**config.mk**
```make
export PLATFORM = sky130hd
export DESIGN_NAME = gsqr_root
export DESIGN_NICKNAME = d
export VERILOG_FILES = /design/src/hdl/gsqr_root.sv
export SDC_FILE = /design/constraint.sdc
export NUM_CORES = 1
export LEC_CHECK = 0
export ABC_AREA = 1
export BUFFER_PORTS_ARGS = -buffer_cell sky130_fd_sc_hd__buf_2
export CAP_MARGIN = 15
export CORE_MARGIN = 10
export CORE_UTILIZATION = 30
export DETAILED_ROUTE_END_ITERATION = 16
export SYNTH_ARGS = -nofsm -noshare
export SYNTH_HDL_FRONTEND = slang
export SYNTH_SLANG_ARGS = --single-unit
```
**constraint.sdc**
```tcl
create_clock -name clk -period 3.58 [get_ports clk]
set_input_delay 0.537 -clock clk [delete_from_list [all_inputs] [get_ports clk]]
set_output_delay 0.537 -clock clk [all_outputs]
set_load 0.02 [all_outputs]
```
**src/hdl/gsqr_root.sv**
```systemverilog
`default_nettype none

module gsqr_root (
    input  wire logic               clk,
    input  wire logic               rst_n,
    input  wire logic               start,
    input  wire logic signed [47:0] s,
    output logic                    done,
    output logic signed [47:0]      result
);

    logic        busy_reg, busy_next;
    logic        done_reg, done_next;
    logic [5:0]  cnt_reg, cnt_next;
    logic [71:0] x_reg, x_next;
    logic [39:0] rem_reg, rem_next;
    logic [35:0] root_reg, root_next;
    logic signed [47:0] result_reg, result_next;
    logic [39:0] rem_sh, trial;
    logic        ge;

    // two radicand bits per step
    assign rem_sh = {rem_reg[37:0], x_reg[71:70]};
    assign trial  = {2'b00, root_reg, 2'b01};
    assign ge     = rem_sh >= trial;

    always_comb
    begin
        busy_next   = busy_reg;
        done_next   = 1'b0;
        cnt_next    = cnt_reg;
        x_next      = x_reg;
        rem_next    = rem_reg;
        root_next   = root_reg;
        result_next = result_reg;
        if (start)
        begin
            busy_next = 1'b1;
            cnt_next  = 6'd0;
            x_next    = s[47] ? 72'd0 : {s, 24'd0};
            rem_next  = '0;
            root_next = '0;
        end
        else if (busy_reg)
        begin
            rem_next  = ge ? (rem_sh - trial) : rem_sh;
            root_next = {root_reg[34:0], ge};
            x_next    = {x_reg[69:0], 2'b00};
            cnt_next  = cnt_reg + 6'd1;
            if (cnt_reg == 6'd35)
            begin
                busy_next   = 1'b0;
                done_next   = 1'b1;
                result_next = 48'({root_reg[34:0], ge});
            end
        end
    end

    always_ff @(posedge clk or negedge rst_n)
    begin
        if (!rst_n)
        begin
            busy_reg <= 1'b0;
            done_reg <= 1'b0;
            cnt_reg  <= 6'd0;
        end
        else
        begin
            busy_reg <= busy_next;
            done_reg <= done_next;
            cnt_reg  <= cnt_next;
        end
    end

    always_ff @(posedge clk)
    begin
        x_reg      <= x_next;
        rem_reg    <= rem_next;
        root_reg   <= root_next;
        result_reg <= result_next;
    end

    assign done   = done_reg;
    assign result = result_reg;

endmodule

`default_nettype wire

```
==> flow_summary_export.csv <==
group,metric,value,unit
die,core,30700,sq um
timing,finalCritPeriodShare,0.791,
min_path,whs_path_depth,2,
detailed_routing,via_per_inst,4.48,
cells_and_area,stdcell_count,1759,
outcome,status,"finished, final reports clean",
die,rows,64,
cells_and_area,drive_gt1_frac,0.114,
min_path,hold_path.startpoint,"start",
clock_tree,cts_tree,"yes",
detailed_routing,drt_iter0_markers,459,
place,finalWeightedCongestion,0.906,
die,die_area,38800,sq um
critical_path,path_class,"reg2reg",
clock_tree,clk_latency,440,ps
cells_and_area,nets,1440,
cells_and_area,fill_cells,3340,
detailed_routing,drtPass1Iterations,5,
timing,tns,0,ps
global_routing,grt_pass1_wl,39900,um
critical_path,worst_r2r_path_depth,14,
synthesis,synth_area_per_cell,7.40,sq um
power,p_leak,5.29,nW
synthesis,ys_seq_area_frac,0.447,
place,dp_hpwl,18000,um
critical_path,crit_top_cell,"nand2_1",
die,ioPinCount,100,
die,die_h,197,um
clock_tree,hold_buffers,1,
clock_tree,ctsResizeCount,0,
global_routing,grt_pass1_vias,7894,
global_routing,grt_usage,0.127,
global_routing,antenna_found_initial,0,
critical_path,crit_path_max_fanout,26,
synthesis,syn_area,9400,sq um
critical_path,worstSetupStartpointType,"flop",
detailed_routing,wl,24200,um
synthesis,yosys_register_bits,166,
synthesis,synth_cells,1269,
global_routing,grt_max_degree,87,
synthesis,ys_types,39,
detailed_routing,vias,7874,
detailed_routing,routedWlPerCell,13.8,um
timing,finalSetupViolations,0,
critical_path,path_cells,"inv_1, ha_1, nand2_1, nor2_1, nand2_1, nor2_1, nand2_1, nand3_2, nand2_4, nand2_4, buf_4, nand2_1, nand3_1, o21ai_0",
clock_tree,root_buffer,"clkbuf_16",
timing,relSlewSlack,0.515,
timing,rsz0062_at_grt,"false",
min_path,hold_end,"cnt_reg[2]",
timing,hold_viol_final,0,
detailed_routing,detail-route-antenna-nets,0,
clock_tree,cts_buffers,17,
critical_path,reg2reg_slack,750,ps
critical_path,cp_slowest_stage_delay,360,ps
global_routing,grt_overflow,0,
critical_path,r2r-end,"rem_reg[9]",
power,ir_drop,0.000396,V
timing,hold_ws,388,ps
die,initial_core_util,0.306,
critical_path,endpoint_kind,"flop",
detailed_routing,drc,0,
flow_run,drv_cap,0,
clock_tree,cts_sinks,166,
power,powerDensity,837,nW/um^2
cells_and_area,num_antenna_cells,0,
place,portBuffers,87,
clock_tree,cts.htree.levels,4,
timing,post-route-min-period,2830,ps
clock_tree,path_clk_slew,70,ps
cells_and_area,largest_reg_flops,48,
timing,maxSlewViolCount,0,
critical_path,cp_slowest_cell,"ha_1",
critical_path,required,3880,ps
place,dp_cells,1726,
timing,max_clock_freq,353,MHz
clock_tree,cts_setup_buffers,0,
critical_path,rr_startpoint,"root_reg[20]",
critical_path,crit_arrival,3130,ps
timing,finClkSkew,11.3,ps
min_path,hold_path_class,"in2reg",
timing,worstMarginPinSlew,726,ps
die,die_x,197,um
clock_tree,clockBufferDepth,2,
synthesis,ys_warn_count,0,
cells_and_area,area_growth,14.7,%
-- cells in the mapped netlist (all sizes together) --
cell      n  area share
buf      23       0.019
o21ai    72       0.038
nand3    96       0.055
a211oi    1     0.00080
o21bai    4      0.0032
nand2   420        0.17
nor2b     1     0.00067
clkbuf   22      0.0088
nand3b    5      0.0040
xnor2    18       0.017
nor3      9      0.0048
nor2     77       0.034
conb      1     0.00040
dfxtp    74        0.16
o21a      1     0.00080
edfxtp   84        0.27
and2      2      0.0013
a22o      1     0.00093
inv     233       0.093
a21oi    33       0.018
nand4     4      0.0027
clkinv    1     0.00040
nand2b    1     0.00067
or2       1     0.00067
ha       39       0.052
xor2      3      0.0028
o22ai    35       0.023
dfrtp     8       0.021
-- metal layers --
metal | routed length [um] | share of wire | up-vias | global-route usage
met5 | 0 | 0 | - | 0
met4 | 311 | 0.013 | 0 | 0.0373
met3 | 1610 | 0.067 | 17 | 0.0400
met2 | 10700 | 0.44 | 169 | 0.200
met1 | 11600 | 0.48 | 3548 | 0.163
li1 | - | - | 4140 | -
-- power by group --
group | switching (W) | internal, W
registers | 0.000143 | 0.00225
clock network | 0.000808 | 0.000993
logic | 0.00317 | 0.00165
-- stage by stage --
step	area, sq um	util	setup slack [ps]	total power, W
3_3_place_gp	10200	0.331	812	0.00721
6_report	10800	0.351	750	0.00902
3_5_place_dp	10200	0.331	762	0.00723
5_1_grt	10800	0.351	442	0.00985
4_1_cts	10800	0.351	744	0.00907
2_1_floorplan	9440	-	466	0.00617
-- cell usage in the layout, fill, tap and decap left out, drive strengths merged, types with 5 or more instances in the layout --
cell type  synthesis  layout
conb               1      12
inv              233     237
dfrtp              8       8
xnor2             18      18
nand3             96      96
dfxtp             74      74
buf               23      95
o21ai             72      72
ha                39      39
clkinv             1       5
clkbuf            22      20
a21oi             33      33
nand2            420     420
o22ai             35      35
edfxtp            84      84
nor2              77      77
nor3               9       9
nand3b             5       5
-- layout make-up --
cell class | count | area [sq um] | area share
Multi-Input combinational cell | 835 | 4110 | 0.381
Clock buffer | 20 | 489 | 0.0454
Sequential cell | 166 | 4200 | 0.390
Tap cell | 396 | 495 | 0.0460
Inverter | 234 | 880 | 0.0816
Clock inverter | 12 | 88.8 | 0.00824
Timing Repair Buffer | 96 | 518 | 0.0481
-- how the worst max path moves through the flow --
stage / start / endpoint
after global routing: root_reg[7] / rem_reg[13]
after detailed placement: root_reg[20] / rem_reg[9]
after global placement: root_reg[17] / root_reg[0]
after CTS: root_reg[20] / rem_reg[9]
after floorplan: start / result[0]
final: root_reg[20] / rem_reg[9]
-- cell families (layout without fill, tap and decap cells) --
kind of cell	after synthesis	in the layout	share of synthesized area
other	1	12	0.000399
AO/OA/AOI/OAI	147	147	0.0850
flip-flops	166	166	0.447
buffers and inverters	279	362	0.121
adder cells (fa/ha/maj)	39	39	0.0519
XOR/XNOR	21	21	0.0196
AND/OR/NAND/NOR	616	616	0.275
-- critical path, delay by kind of cell, from the launching register on --
kind,cells,cell delay [ps]
adder cells (fa/ha/maj),1,360
AND/OR/NAND/NOR,10,1510
AO/OA/AOI/OAI,1,100
flip-flops,1,340
buffers and inverters,2,380
Note: power is estimated with default switching activity, not from simulation.
