[src/hdl/gsqr_pkg.sv]
`default_nettype none

package gsqr_pkg;

    localparam logic signed [47:0] POS_MAX = 48'sh7FFF_FFFF_FFFF;
    localparam logic signed [47:0] NEG_MIN = 48'sh8000_0000_0000;
    localparam logic [51:0] MAG_POS_LIMIT = 52'h0_7FFF_FFFF_FFFF;
    localparam logic [51:0] MAG_NEG_LIMIT = 52'h0_8000_0000_0000;

    typedef enum logic [4:0] {
        S_LOAD,
        S_NORM_RD,
        S_NORM_MUL,
        S_NORM_WAIT,
        S_ROOT,
        S_ROOT_WAIT,
        S_QDIV_RD,
        S_QDIV_START,
        S_QDIV_WAIT,
        S_QZERO,
        S_J_CHECK,
        S_DOT_RD,
        S_DOT_MUL,
        S_DOT_WAIT,
        S_RWRITE,
        S_SUB_RD,
        S_SUB_MUL,
        S_SUB_WAIT,
        S_NEXT_COL,
        S_EMIT_RD,
        S_EMIT_OUT
    } state_t;

    // sign a magnitude and saturate to 48 bits
    function automatic logic signed [47:0] sat_mag(
        input logic [51:0] mag,
        input logic        neg,
        input logic        over
    );
        logic signed [47:0] res;
        if (neg)
        begin
            if (over || mag >= MAG_NEG_LIMIT)
                res = NEG_MIN;
            else
                res = 48'(52'd0 - mag);
        end
        else
        begin
            if (over || mag > MAG_POS_LIMIT)
                res = POS_MAX;
            else
                res = 48'(mag);
        end
        return res;
    endfunction

    // saturate a 49-bit sum to 48 bits
    function automatic logic signed [47:0] sat_sum(input logic [48:0] v);
        logic signed [47:0] res;
        if (!v[48] && v[47])
            res = POS_MAX;
        else if (v[48] && !v[47])
            res = NEG_MIN;
        else
            res = v[47:0];
        return res;
    endfunction

endpackage

`default_nettype wire

[src/hdl/gsqr_mul.sv]
`default_nettype none

module gsqr_mul (
    input  wire logic               clk,
    input  wire logic               rst_n,
    input  wire logic               start,
    input  wire logic signed [47:0] a,
    input  wire logic signed [47:0] b,
    output logic                    done,
    output logic signed [47:0]      result
);

    import gsqr_pkg::*;

    logic        busy_reg, busy_next;
    logic        done_reg, done_next;
    logic [2:0]  step_reg, step_next;
    logic [47:0] ua_reg, ub_reg;
    logic        neg_reg;
    logic [50:0] acc_reg, acc_next;
    logic        over_reg, over_next;
    logic signed [47:0] result_reg, result_next;
    logic [23:0] ma, mb;
    logic [47:0] prod;
    logic [47:0] ua_c, ub_c;

    assign ua_c = a[47] ? (~a + 48'd1) : a;
    assign ub_c = b[47] ? (~b + 48'd1) : b;

    always_comb
    begin
        case (step_reg)
            3'd0:
            begin
                ma = ua_reg[23:0];
                mb = ub_reg[23:0];
            end
            3'd1:
            begin
                ma = ua_reg[47:24];
                mb = ub_reg[23:0];
            end
            3'd2:
            begin
                ma = ua_reg[23:0];
                mb = ub_reg[47:24];
            end
            default:
            begin
                ma = ua_reg[47:24];
                mb = ub_reg[47:24];
            end
        endcase
    end

    assign prod = ma * mb;

    always_comb
    begin
        busy_next   = busy_reg;
        done_next   = 1'b0;
        step_next   = step_reg;
        acc_next    = acc_reg;
        over_next   = over_reg;
        result_next = result_reg;
        if (start)
        begin
            busy_next = 1'b1;
            step_next = 3'd0;
            acc_next  = '0;
            over_next = 1'b0;
        end
        else if (busy_reg)
        begin
            step_next = step_reg + 3'd1;
            case (step_reg)
                3'd0:
                    acc_next = 51'(prod[47:24]);
                3'd1, 3'd2:
                    acc_next = acc_reg + 51'(prod);
                3'd3:
                begin
                    if (prod[47:24] != 24'd0)
                        over_next = 1'b1;
                    else
                        acc_next = acc_reg + 51'({prod[23:0], 24'd0});
                end
                default:
                begin
                    result_next = sat_mag(52'(acc_reg), neg_reg, over_reg);
                    done_next   = 1'b1;
                    busy_next   = 1'b0;
                end
            endcase
        end
    end

    always_ff @(posedge clk or negedge rst_n)
    begin
        if (!rst_n)
        begin
            busy_reg <= 1'b0;
            done_reg <= 1'b0;
            step_reg <= 3'd0;
        end
        else
        begin
            busy_reg <= busy_next;
            done_reg <= done_next;
            step_reg <= step_next;
        end
    end

    always_ff @(posedge clk)
    begin
        if (start)
        begin
            ua_reg  <= ua_c;
            ub_reg  <= ub_c;
            neg_reg <= a[47] ^ b[47];
        end
        acc_reg    <= acc_next;
        over_reg   <= over_next;
        result_reg <= result_next;
    end

    assign done   = done_reg;
    assign result = result_reg;

endmodule

`default_nettype wire

[config.mk]
export PLATFORM = sky130hd
export DESIGN_NAME = gsqr_mul
export DESIGN_NICKNAME = d
export VERILOG_FILES = /design/src/hdl/gsqr_pkg.sv /design/src/hdl/gsqr_mul.sv
export SDC_FILE = /design/constraint.sdc
export NUM_CORES = 2
export LEC_CHECK = 0
export ABC_AREA = 0
export BUFFER_PORTS_ARGS = -buffer_cell sky130_fd_sc_hd__buf_2
export CORE_MARGIN = 2
export CORE_UTILIZATION = 65
export CTS_BUF_LIST = sky130_fd_sc_hd__clkbuf_2
export CTS_CLUSTER_DIAMETER = 150
export CTS_CLUSTER_SIZE = 25
export DETAILED_ROUTE_END_ITERATION = 10
export PLACE_DENSITY_LB_ADDON = 0.08
export RECOVER_POWER = 25
export SLEW_MARGIN = 15
export SYNTH_ARGS = -nofsm -noshare
export SYNTH_HDL_FRONTEND = slang
export SYNTH_SLANG_ARGS = --single-unit
[constraint.sdc]
create_clock -name clk -period 16 [get_ports clk]
set_input_delay 2.4 -clock clk [delete_from_list [all_inputs] [get_ports clk]]
set_output_delay 2.4 -clock clk [all_outputs]
set_load 0.03 [all_outputs]
==> metrics.txt <==
met3 usage=0.120; Tot GR Track Use=0.407; largest net degree at the start of global routing=94; slowest CP cell=mux2i_2; Initial Util=0.659; Vias=29,500; TritonCTS clock tree=built; number of CTS-inserted buffers=12; CTS Root Cell=clkbuf_2; antenna-violating nets left=0; DR pass1 iterations=10; CTS max path bufs=3; R2R Path Start=step_reg[0]$_DFFE_PN0P_; gr ovfl total=0; Clock Latency Late Sink=1.11 ns; adder-cell share of the synthesized area=0.381; area of the multi-input gates=25,600 um2; mux contribution to synthesized area=0.0289; failing checks=capacitance limit, slew limit; Required @ worst endpoint=between 15 and 20 ns; vias in the first global route=about 28,000; global route hottest layer=met1; HPWL Detailed=around 87,000 um; placed cells=around 4,600; first-pass GRT wire length=between 150,000 and 200,000 um; clock slew at reported path FFs=0.51 ns; main flop type after synthesis=edfxtp_1; # clock sinks=between 200 and 250; drt total wl=between 100,000 and 150,000 um; Worst Tran Pin Value=4.95 ns; Resized cells post-CTS=0; Register Area=~5500 um2; top cells by count, synth=inv_1 (584), fa_1 (484), nand2_1 (433); ranking of synthesized cells by area=fa_1 (29%), edfxtp_1 (13%), ha_1 (9.5%); Post-CTS Setup Inserts=0; Synth Register Bits=approximately 200; top cell type's share of synthesized area=0.286; final hold violations=0; syn avg cell area=between 8 and 9 um2; global routing usage on met2=0.582; Die Ht=232 um; placer congestion estimate=around 1.0; area grow syn2layout=4.48%; largest family of logic cells by synthesized area=adder cells; synth unique cells=a little over 80; final setup TNS=0 ns; Worst path max stage delay=roughly 0.95 ns; hold buffer count at CTS=0; Hold Crit Class=reg2reg; hold path startpoint=over_reg$_SDFFE_PP0P_; Simple-Gate Fraction of Synth Area=0.166; Post-Synth XOR/XNOR Area=0.0473; Worst setup SP type=flop; most common cell in the netlist=inv_1; max_slew headroom=-2.30; initial antenna violation count=2; core area=51,400 um2; filler cell count=between 4,000 and 5,000; DRC errors left=0; Nets=between 4,000 and 5,000; leading area contributor after synthesis=fa_1; Worst setup EP type=flop; CP Launch Point=step_reg[0]$_DFFE_PN0P_; unrepaired setup endpoints after global routing=false; Cell Count, Final, Fillers Out=~4,600; layout cells sized above 1=0.0814; area of the die=roughly 54,000 um2; Final min period=around 13 ns; die extent in x=about 230 um; Ports=between 100 and 150; EDFF count, synth=145; worst path arrival time=13.97 ns; status=finished with violations; final setup fails=0; H-Tree Depth=1; input/output buffers=147; Cell Rows=83; period utilization=0.810; GR Util met1=0.586; vias per std cell=6.42; FFs w/ async S/R, synth=0.0248; Initial DRC Count=3,475; CP most frequent cell=fa_1; syn nets=between 4,000 and 5,000; maximum clock rate=77.2 MHz; Cells after Synth=between 3,000 and 4,000; sequential share of the synthesized area=0.163; max reg flops=51; Syn Std Cell Area=between 30,000 and 40,000 um2; post-synthesis compound-gate area fraction=0.129; crit path kind=reg2reg; WL per Instance=about 24 um; Max-Cap Viols=3; yosys warns=0; CP max FO=25; Layout Skew=around 0.19 ns; Final Max Tran Viols=194
## cell families (layout without fill, tap and decap cells)
group	count (synthesis)	in the layout
simple gates	1238	1238
buf+inv	767	805
fa+ha+maj	741	741
compound gates	647	647
flops	202	202
xor+xnor	183	183
mux	92	92
other cells	0	2
## metrics by stage
| step | util | worst slack [ns] | cell area, um2 | hold WS [ns] |
|---|---|---|---|---|
| final | 0.689 | 3.04 | 35400 | 0.479 |
| after detailed placement | 0.687 | 3.46 | 35300 | 0.457 |
| after global placement | 0.687 | 3.68 | 35300 | 0.446 |
| after floorplan | - | 5.36 | 33900 | 0.426 |
| after CTS | 0.689 | 3.37 | 35400 | 0.478 |
| after global routing | 0.689 | 2.58 | 35400 | 0.502 |
## critical path: cells and delay by family (launching register included)
kind                       cells  cell delay (ns)
AOI/OAI and AO/OA             16             5.57
adders and majority gates     10             4.74
muxes                          1             0.95
and+or+nand+nor                3             0.76
DFF                            1             0.54
buffers and inverters          5             0.30
## routing by layer
layer  share of wire  routed length, um
met5               0                  0
met1            0.40              43800
met4           0.044               4810
met2            0.42              45900
met3            0.13              14500
## path summary, 6_finish.rpt
path / end / slack, ns / cells after the start
max: acc_reg[50]$_SDFFE_PP0P_ / 3.04 / 35
max in group asynchronous: step_reg[1]$_DFFE_PN0P_ / 14.59 / 1
min: over_reg$_SDFFE_PP0P_ / 0.48 / 2
min reg2reg: over_reg$_SDFFE_PP0P_ / 0.48 / 2
min in group asynchronous: done$_DFF_PN0_ / 1.13 / 1
max reg2reg: acc_reg[50]$_SDFFE_PP0P_ / 3.04 / 35
## cells in the final DEF (no fill, tap or decap), types with 19 or more instances in the layout
| cell | n |
|---|---|
| mux2i_1 | 27 |
| nor3_1 | 76 |
| inv_1 | 584 |
| fa_1 | 484 |
| o31ai_1 | 32 |
| a21oi_1 | 127 |
| buf_4 | 54 |
| and2_1 | 22 |
| o21ai_0 | 150 |
| dfxtp_1 | 52 |
| mux2_2 | 47 |
| nor4_1 | 31 |
| or4_1 | 25 |
| nand3_1 | 37 |
| nand2_1 | 433 |
| o211ai_1 | 19 |
| edfxtp_1 | 145 |
| o21a_1 | 20 |
| a221o_1 | 28 |
| nand4_1 | 42 |
| ha_1 | 257 |
| buf_2 | 141 |
| a211oi_1 | 51 |
| nor2_1 | 424 |
| xor2_1 | 35 |
| or3_1 | 39 |
| xnor2_1 | 148 |
| nand2b_1 | 20 |
| a21o_1 | 56 |
## area by class of cell
class	count	area share
timing repair buffer	201	0.0320
tap	680	0.0240
clock buffer	18	0.00254
sequential	202	0.156
inverter	584	0.0619
antenna	2	0.000141
clock inverter	2	0.000777
multi-input combinational	2901	0.723
Power is not shown: default switching activity piles up to over one toggle a cycle in this logic, so the estimate is an artifact.
