**config.mk**
```make
export PLATFORM = sky130hd
export DESIGN_NAME = gsqr_div
export DESIGN_NICKNAME = d
export VERILOG_FILES = /design/src/hdl/gsqr_pkg.sv /design/src/hdl/gsqr_div.sv
export SDC_FILE = /design/constraint.sdc
export NUM_CORES = 1
export LEC_CHECK = 0
export BUFFER_PORTS_ARGS = -buffer_cell sky130_fd_sc_hd__buf_4
export CELL_PAD_IN_SITES_DETAIL_PLACEMENT = 0
export CELL_PAD_IN_SITES_GLOBAL_PLACEMENT = 1
export CORE_ASPECT_RATIO = 1.1
export CORE_UTILIZATION = 41
export DETAILED_ROUTE_END_ITERATION = 10
export GPL_TIMING_DRIVEN = 0
export PLACE_DENSITY_LB_ADDON = 0.1
export SLEW_MARGIN = 5
export SYNTH_ARGS = -nofsm -noshare
export SYNTH_HDL_FRONTEND = slang
export SYNTH_SLANG_ARGS = --single-unit
```
**constraint.sdc**
```tcl
create_clock -name clk -period 3.29 [get_ports clk]
set_input_delay 0.658 -clock clk [delete_from_list [all_inputs] [get_ports clk]]
set_output_delay 0.658 -clock clk [all_outputs]
set_load 0.01 [all_outputs]
```
**src/hdl/gsqr_pkg.sv**
```systemverilog
`default_nettype none

package gsqr_pkg;

    localparam logic signed [47:0] POS_MAX = 48'sh7FFF_FFFF_FFFF;
    localparam logic signed [47:0] NEG_MIN = 48'sh8000_0000_0000;
    localparam logic [51:0] MAG_POS_LIMIT = 52'h0_7FFF_FFFF_FFFF;
    localparam logic [51:0] MAG_NEG_LIMIT = 52'h0_8000_0000_0000;

    typedef enum logic [4:0] {
        S_LOAD,
        S_NORM_RD,
        S_NORM_MUL,
        S_NORM_WAIT,
        S_ROOT,
        S_ROOT_WAIT,
        S_QDIV_RD,
        S_QDIV_START,
        S_QDIV_WAIT,
        S_QZERO,
        S_J_CHECK,
        S_DOT_RD,
        S_DOT_MUL,
        S_DOT_WAIT,
        S_RWRITE,
        S_SUB_RD,
        S_SUB_MUL,
        S_SUB_WAIT,
        S_NEXT_COL,
        S_EMIT_RD,
        S_EMIT_OUT
    } state_t;

    // sign a magnitude and saturate to 48 bits
    function automatic logic signed [47:0] sat_mag(
        input logic [51:0] mag,
        input logic        neg,
        input logic        over
    );
        logic signed [47:0] res;
        if (neg)
        begin
            if (over || mag >= MAG_NEG_LIMIT)
                res = NEG_MIN;
            else
                res = 48'(52'd0 - mag);
        end
        else
        begin
            if (over || mag > MAG_POS_LIMIT)
                res = POS_MAX;
            else
                res = 48'(mag);
        end
        return res;
    endfunction

    // saturate a 49-bit sum to 48 bits
    function automatic logic signed [47:0] sat_sum(input logic [48:0] v);
        logic signed [47:0] res;
        if (!v[48] && v[47])
            res = POS_MAX;
        else if (v[48] && !v[47])
            res = NEG_MIN;
        else
            res = v[47:0];
        return res;
    endfunction

endpackage

`default_nettype wire

```
**src/hdl/gsqr_div.sv**
```systemverilog
`default_nettype none

module gsqr_div (
    input  wire logic               clk,
    input  wire logic               rst_n,
    input  wire logic               start,
    input  wire logic signed [47:0] x,
    input  wire logic signed [47:0] d,
    output logic                    done,
    output logic signed [47:0]      result
);

    import gsqr_pkg::*;

    logic        busy_reg, busy_next;
    logic        done_reg, done_next;
    logic [6:0]  cnt_reg, cnt_next;
    logic [71:0] x_reg, x_next;
    logic [47:0] rem_reg, rem_next;
    logic [47:0] quo_reg, quo_next;
    logic [47:0] d_reg;
    logic        neg_reg;
    logic        over_reg, over_next;
    logic signed [47:0] result_reg, result_next;
    logic [48:0] rem_sh;
    logic        ge;
    logic [47:0] ux_c;

    assign ux_c   = x[47] ? (~x + 48'd1) : x;
    assign rem_sh = {rem_reg, x_reg[71]};
    assign ge     = rem_sh >= {1'b0, d_reg};

    always_comb
    begin
        busy_next   = busy_reg;
        done_next   = 1'b0;
        cnt_next    = cnt_reg;
        x_next      = x_reg;
        rem_next    = rem_reg;
        quo_next    = quo_reg;
        over_next   = over_reg;
        result_next = result_reg;
        if (start)
        begin
            busy_next = 1'b1;
            cnt_next  = 7'd0;
            x_next    = {ux_c, 24'd0};
            rem_next  = '0;
            quo_next  = '0;
            over_next = 1'b0;
        end
        else if (busy_reg)
        begin
            rem_next = ge ? 48'(rem_sh - {1'b0, d_reg}) : rem_sh[47:0];
            x_next   = {x_reg[70:0], 1'b0};
            cnt_next = cnt_reg + 7'd1;
            if (!over_reg)
            begin
                if (quo_reg[47])
                    over_next = 1'b1;
                else
                    quo_next = {quo_reg[46:0], ge};
            end
            if (cnt_reg == 7'd71)
            begin
                busy_next   = 1'b0;
                done_next   = 1'b1;
                result_next = sat_mag(52'(quo_next), neg_reg, over_next);
            end
        end
    end

    always_ff @(posedge clk or negedge rst_n)
    begin
        if (!rst_n)
        begin
            busy_reg <= 1'b0;
            done_reg <= 1'b0;
            cnt_reg  <= 7'd0;
        end
        else
        begin
            busy_reg <= busy_next;
            done_reg <= done_next;
            cnt_reg  <= cnt_next;
        end
    end

    always_ff @(posedge clk)
    begin
        if (start)
        begin
            d_reg   <= d;
            neg_reg <= x[47];
        end
        x_reg      <= x_next;
        rem_reg    <= rem_next;
        quo_reg    <= quo_next;
        over_reg   <= over_next;
        result_reg <= result_next;
    end

    assign done   = done_reg;
    assign result = result_reg;

endmodule

`default_nettype wire

```
==> metrics.csv <==
stage;metric;value;unit
synth;Avg Inst Size Synth;8.81;um^2
final_layout;commonest non-fill, non-tap cell in the layout;nand2_1;
synth;mux contribution to synthesized area;0.0107;
clock_tree;H-tree Lvls;1;
routing;met2 wire len;21300;um
routing;M1 WL;19400;um
worst_setup_path;Crit path arrival time;3930;ps
synth;Cell Area, Synth;14700;um^2
pwr;leakage power total;7.62;nW
synth;largest family of logic cells by synthesized area;compound AO/OA/AOI/OAI gates;
synth;flops & latches, synth;251;
timing;Worst-Margin Slew;906;ps
routing;met3 routed WL;1820;um
routing;post-route ant nets;0;
grt;first-pass GRT wire length;69500;um
timing;post-route minimum period;3550;ps
final_layout;# diodes;0;
placement;pre-CTS setup slack;-926;ps
synth;simple-gate share of the synthesized area;0.184;
timing;achievable clock frequency;281;MHz
synth;Seq/Total Area, Yosys;0.445;
routing;drt wl/cell;18.6;um
placement;gpl congestion;0.917;
clock_tree;CTS tree;built;
die;Initial Util;0.417;
timing;Fin. Hold Viols;0;
synth;post-synth net total;1813;
clock_tree;clk slew on worst S/H paths;60;ps
worst_setup_path;worst r2r src;d_reg[8]$_DFFE_PP_;
synth;most common flop cell mapped by yosys;edfxtp_1;
min_path;Hold Path Depth;1;
timing;final period utilization;1.08;
timing;Final setup viols;43;
routing;top routing layer used;met4;
timing;RSZ-0062 raised after global routing;true;
timing;Pins Over Slew Limit;0;
clock_tree;CTS Sinks;251;
pwr;worst IR drop on VDD;0.427;mV
synth;post-synthesis cell count;1662;
grt;largest net degree at the start of global routing;55;
timing;final setup margin;-264;ps
worst_setup_path;CP max FO;7;
placement;count of buffers from port buffering;147;
worst_setup_path;crit start category;register;
synth;top post-synthesis cells by area;edfxtp_1 30%, dfxtp_1 13%, nand2_1 6.2%, a21oi_1 5.6%, nor2_1 4.8%;
min_path;HP Start;d[28];
worst_setup_path;RR Endpoint;result[37]$_DFFE_PP_;
min_path;worst hold path type;primary input to register;
synth;post-synthesis adder-cell area fraction;0.0449;
routing;routed vias/inst;5.63;
die;die area;36500;um^2
routing;Total Routed Length;43900;um
outcome;failing checks;negative setup slack;
outcome;outcome;complete, but fails checks;
synth;compound-cell area share of the yosys netlist;0.213;
job;Max Cap Violations;0;
final_layout;share of cells above drive strength 1;0.229;
synth;Unique masters post-synth;81;
synth;Post-Synth XOR/XNOR Area;0.0544;
final_layout;most frequent cells in the layout;234 x nand2_1, 184 x buf_4, 179 x nor2_1, 145 x a21oi_1, 145 x edfxtp_1;
worst_setup_path;WS Path Type;register to register;
die;Rows;72;
worst_setup_path;worst reg2reg setup slack;-260;ps
worst_setup_path;Reg2Reg Depth;14;
timing;Max Clock Skew;10.4;ps
worst_setup_path;CP endpoint kind;register;
synth;largest area contributor in the netlist;edfxtp_1;
min_path;Hold EP;d_reg[28]$_DFFE_PP_;
synth;FFs w/ async S/R, synth;0.0359;
clock_tree;Clock Root Buffer;clkbuf_16;
clock_tree;worst-case clock buffer depth;3;
grt;vias in the first global route;13000;
grt;GRT Residual Overflow;0;
pwr;pwr/cell area;802;nW/um^2
final_layout;area growth from synthesis to layout;28.8;%
die;Die X;182;um
routing;via count;13300;
timing;setup TNS;-6090;ps
die;Die Ht;200;um
clock_tree;worst-skew pair later-pin latency;560;ps
routing;DRT iter0 DRCs;801;
routing;DRC viols;0;
synth;post-synth top area share;0.297;
synth;Synth Warn #;0;
worst_setup_path;CP required;3670;ps
placement;Detail Placement HPWL;31900;um
grt;GRT Overall Usage;0.239;
clock_tree;cts bufs inserted;28;
grt;antenna violations before repair;0;
die;Core Box Area;35100;um^2
final_layout;nets;2040;
routing;drt first pass iters;5;
timing;worst relative slew slack;0.394;
die;Ports;148;
synth;Post-synth EDFFs;145;
## power breakdown
group | internal [W] | switching [W]
clock | 0.00202 | 0.00127
sequential | 0.00382 | 0.000301
combinational | 0.00370 | 0.00403
## worst max-delay path: stages, from the launching register on
cell       delay, ps
edfxtp_1         360
inv_1            130
ha_4             240
a21oi_2          190
o221ai_2         130
a221o_1          370
a21oi_4          190
a2111oi_4        110
nor3_4           380
o211a_4          240
o211a_4          270
and3_4           280
buf_4            140
a21oi_4           50
o32ai_4          280
## per-layer routing
metal | GRT usage | up-vias
met5 | 0 | -
met4 | 0.0846 | 0
met3 | 0.0253 | 92
met2 | 0.407 | 312
met1 | 0.313 | 6365
li1 | - | 6481
## metrics by stage
stage               power (W)  hold slack [ps]  area (um^2)  utilization  cells
floorplan             0.00795              362        14700            -   1662
CTS                    0.0146              248        18300        0.522   2343
detailed placement    0.00940              481        16400        0.466   2255
finish                 0.0151              274        18900        0.537   2355
global route           0.0160              252        18900        0.537   2355
global placement      0.00940              472        16300        0.464   2253
## final cells by class
class                   count  area, um^2
clock inverters            16         206
repair buffers            205        1670
clock buffers              36         762
well taps                 444         556
fillers                  3410       16300
flip-flops and latches    251        6520
plain buffers              98         522
inverters                  75         282
multi-input cells        1230        8350
## synth_stat cells, types with 7 or more instances
master    number
and3_1        15
or3_1         10
dfrtp_1        9
or4_1         10
nor2_1       187
a311oi_1      38
nor3_1        32
o21ai_1        8
o21ai_0       64
a21o_1        36
nand4_1       23
a211oi_1      21
a21oi_1      163
o41ai_1       10
o31ai_1       19
xor2_1        60
a211o_1       11
o21a_1         8
buf_1          9
ha_1          51
a31oi_1       12
nand2_1      242
nand3_1       25
and2_1        10
clkbuf_1      86
edfxtp_1     145
mux2i_1       10
o21bai_1       9
nor4_1        12
o211ai_1       7
inv_1         73
nand2b_1      11
xnor2_1       31
dfxtp_1       97
nor2b_1       10
## kinds of logic after synthesis
group	after synthesis
and+or+nand+nor	605
AOI/OAI and AO/OA	467
DFF	251
buffers and inverters	181
xor gates and xnor gates	91
adders and majority gates	52
muxes	15
## what timing repair did
action,CTS,global route
setup buffers,37,18
resized for setup,170,93
pin swaps,84,34
hold endpoints to repair,9,0
hold buffers,1,0
setup endpoints to repair,97,138
gates cloned,3,0
## worst max-delay path by stage
stage,startpoint,endpoint,cells past startpoint
4_1_cts,x_reg[71]$_DFFE_PP_,rem_reg[44]$_SDFFE_PP0P_,14
6_report,d_reg[8]$_DFFE_PP_,result[37]$_DFFE_PP_,14
3_3_place_gp,d_reg[1]$_DFFE_PP_,result[2]$_DFFE_PP_,12
3_5_place_dp,d_reg[1]$_DFFE_PP_,result[2]$_DFFE_PP_,12
5_1_grt,d_reg[11]$_DFFE_PP_,result[32]$_DFFE_PP_,16
2_1_floorplan,x_reg[71]$_DFFE_PP_,rem_reg[44]$_SDFFE_PP0P_,14
(Power assumes the default switching activity.)
